==> config.mk <==
export PLATFORM = sky130hd
export DESIGN_NAME = fsoa_ctrl
export DESIGN_NICKNAME = d
export VERILOG_FILES = /design/src/rtl/fsoa_pkg.sv /design/src/rtl/fsoa_ctrl.sv
export SDC_FILE = /design/constraint.sdc
export NUM_CORES = 1
export LEC_CHECK = 0
export BUFFER_PORTS_ARGS = -buffer_cell sky130_fd_sc_hd__buf_2
export CORE_MARGIN = 4
export CORE_UTILIZATION = 50
export DETAILED_ROUTE_END_ITERATION = 16
export PLACE_DENSITY_LB_ADDON = 0.2
export RECOVER_POWER = 50
export SYNTH_ARGS = -nofsm -noshare
export SYNTH_HDL_FRONTEND = slang
export SYNTH_SLANG_ARGS = --single-unit
==> constraint.sdc <==
create_clock -name i_clk -period 3 [get_ports i_clk]
set_input_delay 0.15 -clock i_clk [delete_from_list [all_inputs] [get_ports i_clk]]
set_output_delay 0.15 -clock i_clk [all_outputs]
set_load 0.01 [all_outputs]
==> src/rtl/fsoa_pkg.sv <==
// ----------------------------------------------------------------------------
// fsoa_pkg
// types and constants shared by the fixed size object allocator
// ----------------------------------------------------------------------------
package fsoa_pkg;

    localparam int OSZ_W      = 12;     // object size register
    localparam int ADDR_W     = 16;     // byte address in the pool
    localparam int ID_W       = 14;     // slot id including the empty marker
    localparam int IDX_W      = 13;     // slot id as a table index
    localparam int CNT_W      = 14;
    localparam int SLOT_W     = 13;     // slot bytes, up to 4100
    localparam int SLAB_W     = 17;     // slab bytes, up to 65536
    localparam int PER_W      = 15;     // slots per slab
    localparam int SHAMT_W    = 5;
    localparam int ST_W       = 2;
    localparam int SLB_OUT_W  = 5;
    localparam int IN_DATA_W  = 16;
    localparam int OUT_DATA_W = 56;

    localparam int SLOT_CAP   = 8192;
    localparam int ADDR_SPAN  = 65536;
    localparam int HDR_BYTES  = 4;
    localparam int ROUND_MASK = 3;
    localparam int UNIT_BYTES = 64;
    localparam int UNIT_SHIFT = 6;
    localparam int OSZ_RESET  = 16;

    localparam logic [ID_W-1:0] LIST_EMPTY = ID_W'(SLOT_CAP);

    localparam logic KIND_ALLOC = 1'b0;
    localparam logic KIND_FREE  = 1'b1;

    localparam logic [ST_W-1:0] ST_OK   = 2'd0;
    localparam logic [ST_W-1:0] ST_OOM  = 2'd1;
    localparam logic [ST_W-1:0] ST_REJ  = 2'd2;
    localparam logic [ST_W-1:0] ST_NULL = 2'd3;

    // one entry of the slot table: allocation mark and free list link
    typedef struct packed {
        logic              in_use;
        logic [ID_W-1:0]   link_id;
        logic [ADDR_W-1:0] link_addr;
    } t_link;

    typedef struct packed {
        logic            accept;
        logic            lay_slot;
        logic            lay_order;
        logic            div_lay;
        logic            lay_per;
        logic            grow_init;
        logic            grow_step;
        logic            grow_done;
        logic            rd_head;
        logic            pop_wr;
        logic            free_start;
        logic            free_id;
        logic            free_wr;
        logic            res_load;
        logic [ST_W-1:0] res_status;
    } t_cmd;

    typedef struct packed {
        logic kind_free;
        logic addr_null;
        logic head_empty;
        logic grow_ok;
        logic grow_last;
        logic free_pre_ok;
        logic div_done;
        logic free_hit;
        logic in_use;
        logic out_busy;
    } t_sts;

endpackage

==> src/rtl/fsoa_ctrl.sv <==
// ----------------------------------------------------------------------------
// fsoa_ctrl
// sequencer for layout set-up, alloc, slab growth and free
// ----------------------------------------------------------------------------
module fsoa_ctrl (
    input  logic            i_clk,
    input  logic            i_rst_n,
    input  logic            i_cfg_we,
    input  logic            i_s_tvalid,
    output logic            o_s_tready,
    input  fsoa_pkg::t_sts  i_sts,
    output fsoa_pkg::t_cmd  o_cmd
);

    localparam logic [3:0] S_LAY0     = 4'd0;
    localparam logic [3:0] S_LAY1     = 4'd1;
    localparam logic [3:0] S_LAY2     = 4'd2;
    localparam logic [3:0] S_LAY3     = 4'd3;
    localparam logic [3:0] S_IDLE     = 4'd4;
    localparam logic [3:0] S_DEC      = 4'd5;
    localparam logic [3:0] S_GROW_CHK = 4'd6;
    localparam logic [3:0] S_GROW     = 4'd7;
    localparam logic [3:0] S_POP_RD   = 4'd8;
    localparam logic [3:0] S_POP_WR   = 4'd9;
    localparam logic [3:0] S_FREE_CHK = 4'd10;
    localparam logic [3:0] S_FREE_DIV = 4'd11;
    localparam logic [3:0] S_FREE_RD  = 4'd12;
    localparam logic [3:0] S_FREE_WR  = 4'd13;
    localparam logic [3:0] S_DONE     = 4'd14;

    logic [3:0]                r_state;
    logic [3:0]                n_state;
    logic [fsoa_pkg::ST_W-1:0] r_status;
    logic [fsoa_pkg::ST_W-1:0] n_status;
    logic                      ready;

    assign ready      = (r_state == S_IDLE) && !i_cfg_we;
    assign o_s_tready = ready;

    always_comb begin
        o_cmd    = '0;
        n_state  = r_state;
        n_status = r_status;
        case (r_state)
            S_LAY0: begin
                o_cmd.lay_slot = 1'b1;
                n_state        = S_LAY1;
            end
            S_LAY1: begin
                o_cmd.lay_order = 1'b1;
                n_state         = S_LAY2;
            end
            S_LAY2: begin
                o_cmd.div_lay = 1'b1;
                n_state       = S_LAY3;
            end
            S_LAY3: begin
                if (i_sts.div_done) begin
                    o_cmd.lay_per = 1'b1;
                    n_state       = S_IDLE;
                end
            end
            S_IDLE: begin
                if (i_s_tvalid && ready) begin
                    o_cmd.accept = 1'b1;
                    n_state      = S_DEC;
                end
            end
            S_DEC: begin
                if (!i_sts.kind_free) begin
                    n_state = i_sts.head_empty ? S_GROW_CHK : S_POP_RD;
                end else if (i_sts.addr_null) begin
                    n_status = fsoa_pkg::ST_NULL;
                    n_state  = S_DONE;
                end else begin
                    n_state = S_FREE_CHK;
                end
            end
            S_GROW_CHK: begin
                if (i_sts.grow_ok) begin
                    o_cmd.grow_init = 1'b1;
                    n_state         = S_GROW;
                end else begin
                    n_status = fsoa_pkg::ST_OOM;
                    n_state  = S_DONE;
                end
            end
            S_GROW: begin
                o_cmd.grow_step = 1'b1;
                if (i_sts.grow_last) begin
                    o_cmd.grow_done = 1'b1;
                    n_state         = S_POP_RD;
                end
            end
            S_POP_RD: begin
                o_cmd.rd_head = 1'b1;
                n_state       = S_POP_WR;
            end
            S_POP_WR: begin
                o_cmd.pop_wr = 1'b1;
                n_status     = fsoa_pkg::ST_OK;
                n_state      = S_DONE;
            end
            S_FREE_CHK: begin
                if (i_sts.free_pre_ok) begin
                    o_cmd.free_start = 1'b1;
                    n_state          = S_FREE_DIV;
                end else begin
                    n_status = fsoa_pkg::ST_REJ;
                    n_state  = S_DONE;
                end
            end
            S_FREE_DIV: begin
                if (i_sts.div_done) begin
                    if (i_sts.free_hit) begin
                        o_cmd.free_id = 1'b1;
                        n_state       = S_FREE_RD;
                    end else begin
                        n_status = fsoa_pkg::ST_REJ;
                        n_state  = S_DONE;
                    end
                end
            end
            S_FREE_RD: begin
                n_state = S_FREE_WR;
            end
            S_FREE_WR: begin
                // the mark doubles as the double free check
                if (i_sts.in_use) begin
                    o_cmd.free_wr = 1'b1;
                    n_status      = fsoa_pkg::ST_OK;
                end else begin
                    n_status = fsoa_pkg::ST_REJ;
                end
                n_state = S_DONE;
            end
            S_DONE: begin
                if (!i_sts.out_busy) begin
                    o_cmd.res_load   = 1'b1;
                    o_cmd.res_status = r_status;
                    n_state          = S_IDLE;
                end
            end
            default: begin
                n_state = S_LAY0;
            end
        endcase
        // a new object size means a new layout
        if (i_cfg_we) begin
            n_state = S_LAY0;
        end
    end

    always_ff @(posedge i_clk) begin
        if (!i_rst_n) begin
            r_state  <= S_LAY0;
            r_status <= fsoa_pkg::ST_OK;
        end else begin
            r_state  <= n_state;
            r_status <= n_status;
        end
    end

endmodule

# After elaboration in Yosys (flattened, before gate mapping)
# Index checks and enable logic that the tools add are counted.
[classes] n_eq_ne=24 muxes=42 bitwise=1 n_reduce_logical=9
[ops] operator="$pmux W4 S14" count=1
[ops] operator="$mux W4" count=8
[ops] operator="$eq A4 B4 Y1 const B" count=7
[ops] operator="$mux W1" count=19
[ops] operator="$mux W2" count=9
[ops] operator="$ne A2 B2 Y1 const B" count=9
[ops] operator="$eq A4 B3 Y1 const B" count=4
[ops] operator="$mux W3" count=4
[ops] operator="$pmux W2 S6" count=1
[ops] operator="$eq A4 B2 Y1 const B" count=2
[ops] operator="$reduce_and A7 Y1" count=1
[ops] operator="$reduce_bool A6 Y1" count=1
[ops] operator="$reduce_and A5 Y1" count=1
[ops] operator="$eq A4 B1 Y1 const B" count=1
[ops] operator="$logic_not A4 Y1" count=1
[ops] operator="$reduce_or A2 Y1" count=2
[ops] operator="$logic_and A1 B1 Y1" count=2
[ops] operator="$ne A2 B1 Y1 const B" count=1
[ops] operator="$logic_not A1 Y1" count=1
[ops] operator="$not A1 Y1" count=1
[word_totals] ff_bits=6 in_bits=14 output_inout_bits=17 elab_cells=78

# Longest topological paths before layout
[logic_depth] depth_word=5 depth_mapped=6 ltp_nobuf=4

# Worst setup path after synthesis
# No wires, ideal clock.
[synth_timing] path_kind="register to register" startpoint="reg r_state[0]" endpoint="reg r_state[3]" setup_ns=0.124 arrival_time_ns=1.338 required_time_ns=2.876 path_slack_ns=1.538 path_stages_with_launch=6 n_path_buf=1 period_less_slack_ns=1.462 path_cell_list="dfxtp_1 > buf_6 > or4b_4 > o221ai_2 > o21bai_2 > a21oi_2"
[synth_between] elab_chain_cells=5 word_cells_on_any_way=25 classes_between="eq/ne: 19; mux: 1; reduce/logical: 5"
[synth_rtl] item="start, declared" line="fsoa_ctrl.sv:31" text="logic [3:0] r_state;"
[synth_rtl] item="start signal, assigned" line="fsoa_ctrl.sv:159" text="r_state <= n_state;"
[synth_rtl] item="$eq A4 B3 Y1" line="fsoa_ctrl.sv:37, fsoa_ctrl.sv:44"
[synth_rtl] item="$logic_and A1 B1 Y1" line="fsoa_ctrl.sv:37" text="assign ready = (r_state == S_IDLE) && !i_cfg_we;"
[synth_rtl] item="$logic_and A1 B1 Y1" line="fsoa_ctrl.sv:64" text="if (i_s_tvalid && ready) begin"
[synth_rtl] item="$ne A2 B1 Y1 (no source line)"
[synth_rtl] item="$reduce_and A5 Y1 (no source line)"
# Parallel ways exist; a longest one is shown, timed or not.
# A chain may end at the register's enable or synchronous reset.

==> metrics.txt <==
DRC viols 0; stages on the worst setup path 4; global-route wire length before repair between 3 and 4 mm; commonest non-fill, non-tap cell in the layout buf_2; number of synthesized flops with an enable pin 0; Synth warnings 0; Synth top area share between 10% and 20%; IO Port Bufs 30; Die W approximately 47 µm; CP max FO 18; crit path DAT around 1.8 ns; cells after synthesis 100; max incr delay on CP between 0.6 and 0.7 ns; CTS resizes 0; Buf/Inv on CP 1; fin. max-slew vios 0; Crit path max-delay family simple AND/OR/NAND/NOR gates; final wirelength approximately 2 mm; outcome finished, final reports clean; Avg WL per Cell 14.1 µm; H-Tree Depth 1; vias per cell slightly above 6; largest net degree at the start of global routing 20; gpl congestion 0.889; Hold Crit Class in2reg; NumNets Final about 140; Max VDD drop roughly 190 µV; Mapped Avg Cell Area about 7.5 µm²; RSZ-0062 raised after global routing false; Cell Area, Synth 746 µm²; initial antenna violation count 0; worst path cell trace nand2b_1 > nor3_1 > and2_1 > buf_2; final hold vios 0; register bit count reported by yosys 6; ant diodes 0; register area share after synthesis between 15 and 20%; critical path's slowest cell dfxtp_1; commonest register cell after synthesis dfxtp_1; die extent in y approximately 47 µm; largest area contributor in the netlist dfxtp_1; post-synthesis async set-or-reset flop share 0%; Setup TNS 0 ns; WHS Path Cells 2; CTS Hold Bufs 0; CTS sink cnt 6; Leakage roughly 0.35 nW; skew final between 0.003 and 0.004 ns; total core area about 1400 µm²; dominant cells by area after synthesis dfxtp_1, nor2_1, nand3_1, nand2_1, a2111oi_4; vias in the first global route roughly 750; min cycle time layout about 1.9 ns; relative slew slack a little over three fifths; # setup viols final 0; WS Path Type reg2out; syn nets 114; DR vias 853; CTS Buf Count 3; num rows 13; Cell variety after synth 42; commonest cells after routing, fill and taps aside buf_2, nor2_1, nand2_1; Final HPWL DP between 1.5 and 2 mm; CTS tree yes; final period utilization between 60% and 70%; io pins 31; Setup Fix Bufs, Post-CTS 0; DR iter-0 viols 28; Total GRT Usage 20.7%; layout cells sized above 1 27.8%; Max Fclk between 500 and 600 MHz; PD cells between 200 and 250 nW/µm²; Worst-Skew Late Latency ~0.25 ns; Clock Pin Slew Worst Setup and Hold Paths ~0.050 ns; area added between synthesis and finish 16.1%; die area approximately 2200 µm²; slew of the pin with the lowest slew margin between 0.5 and 0.6 ns; maximum buffer depth of the clock tree 2; critical path required time about 2.9 ns; drt first pass iters 4; r2r worst-path depth 4; CTS root buf clkbuf_4; Max Cap Viol 0; Antenna Nets Post-Route 0; Starting Density a little under three fifths; Worst setup SP type flip-flop; crit end category primary output; Remaining Overflow, GRT 0; Hold WS approximately 0.19 ns
-- through the flow --
step	setup WS [ns]	total power (W)	cell area [µm²]	cells	util, %
floorplan	1.54	0.000115	746	100	-
global placement	1.23	0.000129	867	138	64.2
detailed placement	1.23	0.000130	867	138	64.2
CTS	1.00	0.000210	890	141	65.9
global route	0.844	0.000223	866	141	64.1
finish	1.08	0.000208	866	141	64.1
-- flip-flops by register name, summed over array words and instances, names as in the netlist --
signal,cells
r_status,2
r_state,4
-- synthesized netlist by cell type (all sizes together), types with 2 or more instances --
library cell,instances
nor3,4
or2,3
nand2b,2
buf,7
o21ai,5
o221ai,2
inv,6
nor2,12
and2,3
o211ai,2
a21oi,4
nand3,6
nor2b,3
nand3b,2
o221a,2
dfxtp,6
nor3b,2
o31ai,3
nand2,8
-- per-layer routing --
metal  track usage (%)  vias up  part of all wire (%)
li1                  -      424                     -
met1              27.4      386                    44
met2              32.1       39                    47
met3              5.08        4                   8.1
met4              7.73        0                   1.1
met5                 0        -                     0
-- power by group --
group / switching (W) / internal, W / leakage [nW] / total, W
registers: 0.00000601 / 0.0000813 / 0.0486 / 0.0000873
logic: 0.0000223 / 0.0000186 / 0.286 / 0.0000409
clock network: 0.0000345 / 0.0000456 / 0.0138 / 0.0000801
total: 0.0000628 / 0.000146 / 0.349 / 0.000208
-- kinds of logic after synthesis --
group | count (synthesis) | share of synthesized area, %
flops | 6 | 16.1
simple gates | 50 | 38.8
buf+inv | 13 | 9.40
compound gates | 29 | 32.9
mux | 2 | 2.85
-- worst paths after layout --
check / slack, ns / to / start
hold reg to reg: 0.46 / r_status[1] / r_status[1]
setup reg to reg: 1.22 / r_status[0] / r_state[3]
setup / recovery: 1.08 / o_cmd[1] / r_state[1]
hold / removal: 0.19 / r_status[0] / i_rst_n
-- area by class of cell --
class / count / area (µm²)
well taps: 15 / 18.8
repair buffers: 30 / 141
clock buffers: 3 / 22.5
inverters: 6 / 22.5
flip-flops and latches: 6 / 120
multi-input cells: 81 / 541
fillers: 138 / 484
Note: power is estimated with default switching activity, not from simulation.
